===== config.mk =====
export PLATFORM = sky130hd
export DESIGN_NAME = first_fit_pool_allocator
export DESIGN_NICKNAME = d
export VERILOG_FILES = /design/src/hw/rtl/ffpa_pkg.sv /design/src/hw/rtl/ffpa_ctrl.sv /design/src/hw/rtl/ffpa_datapath.sv /design/src/hw/rtl/first_fit_pool_allocator.sv
export SDC_FILE = /design/constraint.sdc
export NUM_CORES = 1
export LEC_CHECK = 0
export BUFFER_PORTS_ARGS = -buffer_cell sky130_fd_sc_hd__buf_2
export CORE_MARGIN = 2
export CORE_UTILIZATION = 50
export CTS_BUF_LIST = sky130_fd_sc_hd__clkbuf_16
export DETAILED_ROUTE_END_ITERATION = 12
export PLACE_DENSITY_LB_ADDON = 0.05
export SLEW_MARGIN = 20
export SYNTH_ARGS = -nofsm -noshare
export SYNTH_HDL_FRONTEND = slang
export SYNTH_SLANG_ARGS = --single-unit
export TNS_END_PERCENT = 10

===== constraint.sdc =====
create_clock -name clk -period 18.4 [get_ports clk]
set_clock_uncertainty 0.1 [all_clocks]
set_input_delay 0.92 -clock clk [delete_from_list [all_inputs] [get_ports clk]]
set_output_delay 0.92 -clock clk [all_outputs]
set_load 0.01 [all_outputs]

===== src/hw/rtl/ffpa_pkg.sv =====
// ffpa_pkg: types, constants and state codes shared by the first-fit pool allocator
// used by ffpa_ctrl, ffpa_datapath and first_fit_pool_allocator; no dependencies
`default_nettype none

package ffpa_pkg;

  localparam int POOL_BYTES   = 1024;
  localparam int HEADER_BYTES = 32;
  localparam int MAX_ENTRIES  = 32;

  // field widths fixed by the interface
  localparam int SIZE_W  = 10;
  localparam int FIELD_W = 10;

  // internal offsets keep full pool precision, never narrower than the field
  localparam int OFF_W = ($clog2(POOL_BYTES) > FIELD_W) ? $clog2(POOL_BYTES) : FIELD_W;
  localparam int SUM_W = OFF_W + 2;
  localparam int IDX_W = (MAX_ENTRIES > 1) ? $clog2(MAX_ENTRIES) : 1;
  localparam int CNT_W = $clog2(MAX_ENTRIES + 1);

  // request action codes
  localparam logic ACT_ALLOC = 1'b0;
  localparam logic ACT_FREE  = 1'b1;

  // result status codes
  localparam logic [1:0] STAT_OK      = 2'd0;
  localparam logic [1:0] STAT_NO_ROOM = 2'd1;
  localparam logic [1:0] STAT_UNKNOWN = 2'd2;

  typedef struct packed {
    logic              action;
    logic [SIZE_W-1:0] req_size;
    logic [FIELD_W-1:0] free_offset;
  } req_t;

  typedef struct packed {
    logic [1:0]         status;
    logic [FIELD_W-1:0] payload_offset;
  } res_t;

  typedef struct packed {
    logic [OFF_W-1:0]  off;
    logic [SIZE_W-1:0] size;
  } entry_t;

  typedef enum logic [1:0] {
    ST_IDLE,
    ST_SCAN,
    ST_TAIL
  } state_t;

  // controller to datapath
  typedef struct packed {
    logic load;          // latch request, restart the scan
    logic scan;          // advance the pipelined table walk
    logic commit_hit;    // apply matching entry and post ok
    logic fail_unknown;  // post free of unknown offset
    logic fail_room;     // post no room
    logic tail_rd;       // fetch last chunk for an append
    logic append;        // try the append and post its outcome
  } cmd_t;

  // datapath to controller
  typedef struct packed {
    logic hit;
    logic exhausted;
    logic is_free;
    logic table_full;
  } stat_t;

endpackage

`default_nettype wire


===== src/hw/rtl/ffpa_ctrl.sv =====
// ffpa_ctrl: sequencer for the first-fit pool allocator
// depends on ffpa_pkg (state_t, cmd_t, stat_t)
`default_nettype none

module ffpa_ctrl (
  input  wire logic           clk,
  input  wire logic           rst,
  input  wire logic           start,
  input  wire ffpa_pkg::stat_t stat,
  output ffpa_pkg::cmd_t      cmd,
  output logic                busy
);

  ffpa_pkg::state_t state, state_next;

  always_ff @(posedge clk) begin
    if (rst) begin
      state <= ffpa_pkg::ST_IDLE;
    end else begin
      state <= state_next;
    end
  end

  always_comb begin
    state_next = state;
    cmd        = '0;
    busy       = 1'b1;
    unique case (state)
      ffpa_pkg::ST_IDLE: begin
        // no transaction is taken while reset is held
        busy = rst;
        if (start && !rst) begin
          cmd.load   = 1'b1;
          state_next = ffpa_pkg::ST_SCAN;
        end
      end
      ffpa_pkg::ST_SCAN: begin
        cmd.scan = 1'b1;
        priority if (stat.hit) begin
          cmd.commit_hit = 1'b1;
          state_next     = ffpa_pkg::ST_IDLE;
        end else if (stat.exhausted) begin
          priority if (stat.is_free) begin
            cmd.fail_unknown = 1'b1;
            state_next       = ffpa_pkg::ST_IDLE;
          end else if (stat.table_full) begin
            cmd.fail_room = 1'b1;
            state_next    = ffpa_pkg::ST_IDLE;
          end else begin
            cmd.tail_rd = 1'b1;
            state_next  = ffpa_pkg::ST_TAIL;
          end
        end
      end
      ffpa_pkg::ST_TAIL: begin
        cmd.append = 1'b1;
        state_next = ffpa_pkg::ST_IDLE;
      end
      default: begin
        state_next = ffpa_pkg::ST_IDLE;
      end
    endcase
  end

endmodule

`default_nettype wire


===== src/hw/rtl/ffpa_datapath.sv =====
// ffpa_datapath: chunk table memory, free flags, scan pipeline and result register
// depends on ffpa_pkg (entry_t, req_t, res_t, cmd_t, stat_t, constants)
`default_nettype none

module ffpa_datapath (
  input  wire logic            clk,
  input  wire logic            rst,
  input  wire ffpa_pkg::req_t  req,
  input  wire ffpa_pkg::cmd_t  cmd,
  output ffpa_pkg::stat_t      stat,
  output logic                 done,
  output ffpa_pkg::res_t       result
);

  // chunk table: offset and size per entry, one write and one read port
  ffpa_pkg::entry_t mem [ffpa_pkg::MAX_ENTRIES];

  logic [ffpa_pkg::MAX_ENTRIES-1:0] entry_free;
  logic [ffpa_pkg::CNT_W-1:0]       entry_count;

  ffpa_pkg::req_t             op;
  logic [ffpa_pkg::CNT_W-1:0] rd_idx;
  logic [ffpa_pkg::IDX_W-1:0] cmp_idx;
  logic                       cmp_vld;
  logic                       tail_zero;
  ffpa_pkg::entry_t           rd_data;

  logic                       rd_en;
  logic [ffpa_pkg::IDX_W-1:0] rd_addr;
  logic                       wr_en;
  logic [ffpa_pkg::IDX_W-1:0] wr_addr;
  ffpa_pkg::entry_t           wr_data;

  logic                       match;
  logic [ffpa_pkg::SUM_W-1:0] payload;
  logic [ffpa_pkg::SUM_W-1:0] end_pos;
  logic                       append_ok;
  logic [ffpa_pkg::CNT_W-1:0] last_idx;

  assign last_idx = entry_count - ffpa_pkg::CNT_W'(1);

  assign match = cmp_vld && ((op.action == ffpa_pkg::ACT_FREE)
      ? (rd_data.off == ffpa_pkg::OFF_W'(op.free_offset))
      : (entry_free[cmp_idx] && (rd_data.size >= op.req_size)));

  assign stat.hit        = match;
  assign stat.exhausted  = (rd_idx == entry_count) && !cmp_vld;
  assign stat.is_free    = (op.action == ffpa_pkg::ACT_FREE);
  assign stat.table_full = (entry_count == ffpa_pkg::CNT_W'(ffpa_pkg::MAX_ENTRIES));

  // new chunk goes right after the last payload, or at byte 0 in an empty table
  assign payload = tail_zero ? ffpa_pkg::SUM_W'(ffpa_pkg::HEADER_BYTES)
                 : ffpa_pkg::SUM_W'(rd_data.off) + ffpa_pkg::SUM_W'(rd_data.size)
                   + ffpa_pkg::SUM_W'(ffpa_pkg::HEADER_BYTES);
  assign end_pos = payload + ffpa_pkg::SUM_W'(op.req_size);
  assign append_ok = (payload < ffpa_pkg::SUM_W'(ffpa_pkg::POOL_BYTES))
                  && (end_pos <= ffpa_pkg::SUM_W'(ffpa_pkg::POOL_BYTES));

  always_comb begin
    rd_en   = 1'b0;
    rd_addr = rd_idx[ffpa_pkg::IDX_W-1:0];
    if (cmd.tail_rd) begin
      rd_en   = 1'b1;
      rd_addr = last_idx[ffpa_pkg::IDX_W-1:0];
    end else if (cmd.scan && (rd_idx < entry_count)) begin
      rd_en = 1'b1;
    end
  end

  always_comb begin
    wr_en   = 1'b0;
    wr_addr = cmp_idx;
    wr_data = '{off: rd_data.off, size: op.req_size};
    if (cmd.commit_hit && (op.action == ffpa_pkg::ACT_ALLOC)) begin
      wr_en = 1'b1;
    end else if (cmd.append && append_ok) begin
      wr_en   = 1'b1;
      wr_addr = entry_count[ffpa_pkg::IDX_W-1:0];
      wr_data = '{off: payload[ffpa_pkg::OFF_W-1:0], size: op.req_size};
    end
  end

  always_ff @(posedge clk) begin
    if (wr_en) begin
      mem[wr_addr] <= wr_data;
    end
    if (rd_en) begin
      rd_data <= mem[rd_addr];
    end
  end

  // request latch and scan pipeline
  always_ff @(posedge clk) begin
    if (cmd.load) begin
      op <= req;
    end
    if (cmd.tail_rd) begin
      tail_zero <= (entry_count == '0);
    end
    cmp_idx <= rd_idx[ffpa_pkg::IDX_W-1:0];
  end

  always_ff @(posedge clk) begin
    if (rst) begin
      rd_idx  <= '0;
      cmp_vld <= 1'b0;
    end else if (cmd.load) begin
      rd_idx  <= '0;
      cmp_vld <= 1'b0;
    end else if (cmd.scan) begin
      if (rd_idx < entry_count) begin
        rd_idx  <= rd_idx + ffpa_pkg::CNT_W'(1);
        cmp_vld <= 1'b1;
      end else begin
        cmp_vld <= 1'b0;
      end
    end
  end

  // table state
  always_ff @(posedge clk) begin
    if (rst) begin
      entry_free  <= '0;
      entry_count <= '0;
    end else begin
      if (cmd.commit_hit) begin
        entry_free[cmp_idx] <= (op.action == ffpa_pkg::ACT_FREE);
      end else if (cmd.append && append_ok) begin
        entry_free[entry_count[ffpa_pkg::IDX_W-1:0]] <= 1'b0;
        entry_count <= entry_count + ffpa_pkg::CNT_W'(1);
      end
    end
  end

  // result register, one-cycle strobe
  always_ff @(posedge clk) begin
    if (rst) begin
      done <= 1'b0;
    end else begin
      done <= cmd.commit_hit | cmd.fail_unknown | cmd.fail_room | cmd.append;
    end
  end

  always_ff @(posedge clk) begin
    priority if (cmd.commit_hit) begin
      result.status         <= ffpa_pkg::STAT_OK;
      result.payload_offset <= (op.action == ffpa_pkg::ACT_FREE) ? op.free_offset
                               : rd_data.off[ffpa_pkg::FIELD_W-1:0];
    end else if (cmd.fail_unknown) begin
      result.status         <= ffpa_pkg::STAT_UNKNOWN;
      result.payload_offset <= '0;
    end else if (cmd.fail_room) begin
      result.status         <= ffpa_pkg::STAT_NO_ROOM;
      result.payload_offset <= '0;
    end else if (cmd.append) begin
      result.status         <= append_ok ? ffpa_pkg::STAT_OK : ffpa_pkg::STAT_NO_ROOM;
      result.payload_offset <= append_ok ? payload[ffpa_pkg::FIELD_W-1:0] : '0;
    end
  end

  a_count_bound: assert property (@(posedge clk) disable iff (rst)
    entry_count <= ffpa_pkg::CNT_W'(ffpa_pkg::MAX_ENTRIES))
    else $error("chunk count beyond table depth");

  a_done_cause: assert property (@(posedge clk) disable iff (rst)
    done |-> $past(cmd.commit_hit | cmd.fail_unknown | cmd.fail_room | cmd.append))
    else $error("result strobe without a finishing command");

  a_append_grows: assert property (@(posedge clk) disable iff (rst)
    (cmd.append && append_ok) |=> (entry_count == $past(entry_count) + ffpa_pkg::CNT_W'(1)))
    else $error("append did not grow the table");

  a_fail_zero: assert property (@(posedge clk) disable iff (rst)
    (done && (result.status != ffpa_pkg::STAT_OK)) |-> (result.payload_offset == '0))
    else $error("failed transaction carries a nonzero offset");

  a_hit_in_scan: assert property (@(posedge clk) disable iff (rst)
    cmd.commit_hit |-> cmp_vld)
    else $error("commit without a compared entry");

endmodule

`default_nettype wire


===== src/hw/rtl/first_fit_pool_allocator.sv =====
// first_fit_pool_allocator: top level of the first-fit pool allocator
// depends on ffpa_pkg, ffpa_ctrl and ffpa_datapath
`default_nettype none

//  channel   handshake          payload        notes
//  request   start & !busy      req (req_t)    action, req_size, free_offset
//  result    done (1 cycle)     result (res_t) status, payload_offset
//
//  a transaction walks the table from entry 0 until a hit or exhaustion; an alloc that
//  exhausts a table with room then reads the last chunk and tries an append. the walk
//  is bounded by the single read port of the chunk table, walked one entry per cycle.
//  busy drops in the cycle the result is strobed, so the next request can be
//  accepted then. synchronous reset empties the table (count and free flags
//  cleared) and holds busy high; the result strobe cannot be stalled by the receiver

module first_fit_pool_allocator (
  input  wire logic           clk,
  input  wire logic           rst,
  input  wire logic           start,
  output logic                busy,
  input  wire ffpa_pkg::req_t req,
  output logic                done,
  output ffpa_pkg::res_t      result
);

  // command and status between sequencer and datapath
  ffpa_pkg::cmd_t  cmd;
  ffpa_pkg::stat_t stat;

  // sequencer: idle, pipelined table walk, tail check for append
  ffpa_ctrl u_ctrl (
    .clk   (clk),
    .rst   (rst),
    .start (start),
    .stat  (stat),
    .cmd   (cmd),
    .busy  (busy)
  );

  // datapath: chunk table memory, free flags, compare and append arithmetic
  ffpa_datapath u_datapath (
    .clk    (clk),
    .rst    (rst),
    .req    (req),
    .cmd    (cmd),
    .stat   (stat),
    .done   (done),
    .result (result)
  );

endmodule

`default_nettype wire

==> results of run 1 <==
## placed cells by master (no fill, tap or decap), types with 5 or more instances in the layout
cell type	count
a31oi_1	48
and2_1	8
xnor2_1	22
ha_1	42
buf_2	37
a21o_1	10
edfxtp_1	692
o22ai_1	35
nand4_1	70
inv_1	62
nor3b_1	5
clkbuf_16	79
mux2i_1	116
nand2b_1	14
a211oi_1	90
dfxtp_1	55
mux2_2	41
o32a_1	40
or3_1	7
xor2_1	10
o21ai_0	43
and3_1	16
a21oi_1	47
mux4_2	8
bufinv_16	7
nand2_1	442
nor2_1	78
clkinv_2	11
o211ai_1	7
buf_4	49
o22ai_4	6
nor2b_1	89
nand3_1	145
clkinv_1	17
o311a_1	6
nor3_1	12
a21oi_4	12
o21ai_2	14
## stage by stage
stage          std cells  hold WS, ps  instance area (um^2)  utilization  total power [mW]
6_report            3456          352                 36500        0.567              3.65
5_1_grt             3456          340                 36500        0.567              3.74
4_1_cts             3456          324                 36400        0.565              3.66
3_5_place_dp        3317          373                 33900        0.526              2.13
3_3_place_gp        3315          362                 33900        0.526              2.13
2_1_floorplan       2525          291                 32700            -              2.05
## routing by layer
| layer | vias up | track usage |
|---|---|---|
| li1 | 9570 | - |
| met1 | 10700 | 0.405 |
| met2 | 930 | 0.447 |
| met3 | 194 | 0.0654 |
| met4 | 2 | 0.124 |
| met5 | - | 0 |
## final cells by class
cell class / count / area (um^2) / share of cell area
Clock buffer: 79 / 1980 / 0.0541
Clock inverter: 60 / 498 / 0.0136
Sequential cell: 747 / 21900 / 0.599
Tap cell: 855 / 1070 / 0.0293
Multi-Input combinational cell: 1580 / 10300 / 0.283
Timing Repair Buffer: 90 / 616 / 0.0168
Inverter: 45 / 169 / 0.00462
## state kept, by name (all words and copies together), names as in the netlist, 2 cells and up
signal and flops:
u_ctrl.state 2, u_datapath.cmp_idx 5, u_datapath.entry_count 6, u_datapath.entry_free 32
u_datapath.mem 640, u_datapath.op 20, u_datapath.rd_data 20, u_datapath.rd_idx 6
u_datapath.result 12
## power by group through the flow
stage / Sequential [mW] / Combinational, mW / Clock [mW]
CTS: 1.87 / 0.228 / 1.56
finish: 1.87 / 0.230 / 1.54
floorplan: 1.91 / 0.136 / 0
global placement: 1.91 / 0.226 / 0
detailed placement: 1.91 / 0.227 / 0
global route: 1.87 / 0.246 / 1.62
## worst max-delay path by stage
stage | start | end | slack, ps | cells past startpoint
after floorplan | u_datapath.rd_data[10] | u_datapath.mem[22][0] | 12100 | 19
after global routing | u_datapath.rd_data[10] | u_datapath.mem[31][7] | 11080 | 18
after detailed placement | u_datapath.rd_data[10] | u_datapath.mem[8][0] | 11440 | 18
after global placement | u_datapath.rd_data[10] | u_datapath.mem[5][0] | 11540 | 18
final | u_datapath.rd_data[10] | u_datapath.mem[31][1] | 11450 | 18
after CTS | u_datapath.rd_data[10] | u_datapath.mem[8][9] | 11460 | 18
## cells by family after synthesis
logic type,share of synthesized area
compound gates,0.0915
xor+xnor,0.00858
fa+ha+maj,0.0173
buf+inv,0.0264
flops,0.670
mux,0.0556
simple gates,0.131
==> results by group, run 1 <==
Pwr
  – Sw frac: 0.228
  – Clock network power share: 0.423
  – NetSw: just over 800 uW
  – Maximum vdd ir drop: a little under 0.09 mV
  – Power Density: about 100 nW/um^2
  – Int Power: between 2 and 3 mW
  – Comb pwr share: 0.063
  – Sequential share of power: 0.513
  – Leak Pwr: 12.7 nW

Logic synthesis
  – Cell taking the most area after synthesis: edfxtp_1
  – Count of cell types in the netlist: between 70 and 80
  – Post-Syn Instances: 2,525
  – EDFF count, synth: a little under 700
  – Synth Net Count: about 2,600
  – Area contributors post-synth: edfxtp_1, nand2_1, mux2i_1
  – Mean Syn Cell Area: 12.9 um^2
  – Most frequent cell after synthesis: edfxtp_1
  – Register area share after synthesis: 0.670
  – Yosys top cell area share: 0.636
  – Synthesized cell area: between 30,000 and 40,000 um^2
  – Commonest register cell after synthesis: edfxtp_1
  – Synthesis-stage register bit count: ~750
  – Commonest cells in the netlist: edfxtp_1, nand2_1, nand3_1, mux2i_1, clkbuf_1
  – Yosys warns: 0
  – FFs w/ async S/R, synth: 0

Clock tree
  – PostCTS Resize Cnt: 0
  – Skew-Pair Late Insertion Delay: between 600 and 700 ps
  – Sink Count: ~750
  – CTS tree: done
  – Number of buffers created by CTS: just under 80
  – Post-CTS Setup Repair Bufs: 0
  – Clock slew at reported path FFs: ~60 ps
  – Maximum root-to-sink buffer count: 3
  – Hold buffer count at CTS: 0
  – Root Buffer: clkbuf_16
  – H-tree lvl count: 3

Placed design
  – DPL Wire Length: slightly above 60 mm
  – Port Buffers: 37
  – Place WS: approximately 11,000 ps
  – Gp weighted congestion: between 0.9 and 1

GRT
  – First-pass GRT wire length: 141 mm
  – Remaining global-route overflow: 0
  – Number of global-route vias before repair: 19,900
  – Overall Global Routing Usage: 0.292
  – Largest net degree at the start of global routing: 201
  – Antenna violations before repair: 2

STA
  – Fin crit share: 0.378
  – Setup TNS: 0 ps
  – F_max: 0.144 GHz
  – Slew @ Worst Pin: ~1200 ps
  – Fin crit period: between 6000 and 7000 ps
  – Final Hold Vio Count: 0
  – Relative slew slack: 0.186
  – Setup Viol. Count Final: 0
  – RSZ-0062 raised after global routing: false
  – Final Max Tran Viols: 0
  – Worst setup margin: roughly 11,000 ps

Detailed routing
  – M1 WL: just over 40 mm
  – Met3 wire len: between 8 and 9 mm
  – Initial DRC count: 2,513
  – WL per Instance: ~29 um
  – Pre-antenna DRT Iters: 6
  – Max layer used: met5
  – Met2 wire length: 44.8 mm
  – Detailed Route WL: between 90 and 100 mm
  – Vias: between 20,000 and 25,000
  – Final ANT Viol Nets: 0
  – DRC: 0
  – Vias per cell: around 6

Status
  – Status: finished clean

Finish
  – # fillers: roughly 5,200
  – N_diodes: 0
  – Fraction of layout cells with a size suffix above 1: 0.121
  – Nets@finish: between 2,000 and 3,000
  – Layout area overhead: 11.9%

Die
  – Io pins: 38
  – Die Width: between 200 and 300 um
  – Die area: roughly 67,000 um^2
  – Die height: ~260 um
  – Rows: 93
  – Initial Util: 0.507
  – Core Box Area: 64,500 um^2

Setup path
  – Cell family with most CP delay: compound AO/OA/AOI/OAI gates
  – Worst Path Arrival: approximately 7100 ps
  – Worst r2r src: u_datapath.rd_data[10]
  – R2R cell count: 18
  – Class of the most critical setup path: reg2reg
  – Worst path buffer plus inverter count: 2
  – Critical Path Source Type: flip-flop
  – CP Capture Type: flip-flop
  – Worst flop-to-flop path endpoint: u_datapath.mem[31][1]
  – Worst-path cell chain: ha_1, fa_1, a21o_1, a221oi_2, xnor2_1, ha_1, nand2b_1, inv_1, ha_1, nand2_1, a2111oi_0, nand3_1, nor4_1, a32oi_1, a211oi_4, buf_4, nand2_1, o21ai_2
  – Reg-to-reg setup timing slack: ~11,000 ps
  – Crit Path Max Fanout: 62
  – Most frequent CP cell: ha_1
  – Worst endpoint required time: between 15,000 and 20,000 ps
  – Slowest stage cell, crit path: o21ai_2
  – Max incr delay on CP: about 900 ps

Min path
  – Hold Crit Class: in2reg
  – Worst Hold End: u_datapath.op[13]
  – Hold path start: req[13]
  – Hold depth: 1

Flow run
  – Max-Cap Viols: 0
Power figures use the tool's default switching activity.
==> run 2, diff against run 1 <==
==> constraint.sdc (replaced) <==
create_clock -name clk -period 5.8 [get_ports clk]
set_clock_uncertainty 0.1 [all_clocks]
set_input_delay 0.29 -clock clk [delete_from_list [all_inputs] [get_ports clk]]
set_output_delay 0.29 -clock clk [all_outputs]
set_load 0.01 [all_outputs]
==> results by group, run 2 (synthesized netlist as in run 1, its figures left out) <==
Detailed routing
  – DRC: 0
  – Pre-antenna DRT Iters: 5
  – Vias per cell: slightly above 6
  – Vias: around 22,000
  – Initial DRC count: ~3,000
  – WL per Instance: 28.4 um
  – Detailed Route WL: 100 mm
  – Final ANT Viol Nets: 0

GRT
  – Antenna violations before repair: 5
  – Largest net degree at the start of global routing: 107
  – Number of global-route vias before repair: slightly above 20,000
  – First-pass GRT wire length: between 100 and 150 mm
  – Overall Global Routing Usage: 0.299
  – Remaining global-route overflow: 0

Finish
  – Area of the multi-input gates: roughly 10,000 um^2
  – Seq. cell area: 21,900 um^2
  – Fraction of layout cells with a size suffix above 1: 0.145
  – Max FFs per register: 640
  – Layout Cells excl Fill: ~3,500
  – Top reg by flops: u_datapath.mem
  – Commonest non-fill, non-tap cell in the layout: edfxtp_1
  – Final instance area: 37,800 um^2
  – Largest registers: u_datapath.mem: 640 flops, u_datapath.entry_free: 32 flops
  – # fillers: between 5,000 and 6,000
  – Layout area overhead: 15.8%
  – Commonest non-fill, non-tap cells in the layout: edfxtp_1, nand2_1, nand3_1
  – Nets@finish: between 2,000 and 3,000

Die
  – Core Box Area: 64,500 um^2
  – Io pins: 38
  – Rows: 93
  – Initial Util: 0.507
  – Die height: 260 um
  – Die area: slightly below 70,000 um^2
  – Die Width: about 260 um

Setup path
  – Worst Path Arrival: 5720 ps
  – Worst endpoint required time: ~6000 ps
  – Crit Path Max Fanout: 20
  – CP Capture Type: flip-flop
  – Class of the most critical setup path: reg2reg
  – Critical Path Source Type: flip-flop
  – Reg-to-reg setup timing slack: 300 ps

Placed design
  – Place WS: approximately 190 ps
  – Port Buffers: 37
  – Area of placed instances: 34,800 um^2
  – Gp weighted congestion: 0.945
  – DPL Wire Length: between 60 and 70 mm
  – DP Cell Count: between 3,000 and 4,000

Pwr
  – Power Density: 316 nW/um^2
  – Maximum vdd ir drop: approximately 0.25 mV
  – Leak Pwr: between 10 and 15 nW
  – Total Power: 12.0 mW

Clock tree
  – Number of buffers created by CTS: 80
  – Maximum root-to-sink buffer count: 3
  – H-tree lvl count: 3
  – Sink Count: 747
  – Post-CTS Setup Repair Bufs: 0
  – Skew-Pair Late Insertion Delay: about 630 ps
  – Clock slew at reported path FFs: ~60 ps
  – Root Buffer: clkbuf_16
  – CTS tree: done

Flow run
  – Max-Cap Viols: 0

STA
  – RSZ-0062 raised after global routing: true
  – Relative slew slack: 0.227
  – Slew @ Worst Pin: 1150 ps
  – Final Max Tran Viols: 0
  – Setup Viol. Count Final: 0
  – Fin crit period: ~5500 ps
  – Final hold slack: around 190 ps
  – F_max: 0.182 GHz
  – Fin crit share: 0.949
  – Worst setup margin: 296 ps
  – Final Hold Vio Count: 0

Min path
  – Hold Crit Class: in2reg

Status
  – Status: finished clean
==> run 2: changes by cell type in the layout (fill, tap and decap cells not counted), sizes merged <==
| cell | change |
|---|---|
| clkinv | +1 |
| inv | -4 |
| clkbuf | +2 |
| clkinvlp | +3 |
| bufinv | +5 |
| buf | +53 |
| dlygate4sd3 | +22 |
| diode | +1 |
==> run 2: final cells by class <==
type / count / area share
timing repair buffer: 165 / 0.0468
clock buffer: 81 / 0.0536
sequential: 747 / 0.579
tap: 855 / 0.0283
multi-input combinational: 1580 / 0.270
inverter: 45 / 0.00447
clock inverter: 65 / 0.0178
antenna: 1 / 0.0000662
==> run 2: per-stage QoR <==
stage | utilization | setup TNS (ps)
global placement | 0.540 | 0
finish | 0.586 | 0
CTS | 0.586 | 0
floorplan | - | -38320
detailed placement | 0.540 | 0
global route | 0.586 | -4420
==> run 2: per-layer routing <==
metal,up-vias,wire length [um],track usage
met2,1013,46100,0.461
met3,205,8740,0.0603
met1,11000,41500,0.420
met4,4,4090,0.111
met5,-,31,0
li1,9740,-,-
==> run 2: timing repair <==
action,4_1_cts,5_1_grt
gates resized for setup,0,9
hold buffers,22,0
endpoints found under the setup margin,0,805
endpoints found under the hold margin,30,0
==> run 2: critical path, cell delays in order (launching register included) <==
cell	delay (ps)
edfxtp_1	400
ha_1	270
fa_1	470
a21o_1	210
a221oi_4	310
xnor2_1	190
ha_2	310
nand2b_1	100
inv_1	70
ha_1	310
buf_4	150
nand2_1	60
a2111oi_2	390
nand3_1	140
nor4_2	260
a32oi_1	160
buf_4	190
a211oi_4	200
buf_12	210
nand2_1	170
a21oi_2	300
buf_12	210
==> run 2: path summary, 6_finish.rpt <==
check / start / endpoint / cells after the start
worst max-delay path: u_datapath.rd_data[0] / u_datapath.mem[26][17] / 21
worst min-delay path: start / u_datapath.op[17] / 3
worst max register to register: u_datapath.rd_data[0] / u_datapath.mem[26][17] / 21
worst min register to register: u_datapath.rd_idx[4] / u_datapath.cmp_idx[4] / 0
==> run 2: report_power, final <==
| part | total, mW | switching [mW] | internal [mW] |
|---|---|---|---|
| Sequential | 5.94 | 0.0280 | 5.91 |
| Combinational | 0.780 | 0.524 | 0.255 |
| Clock | 5.23 | 2.14 | 3.09 |
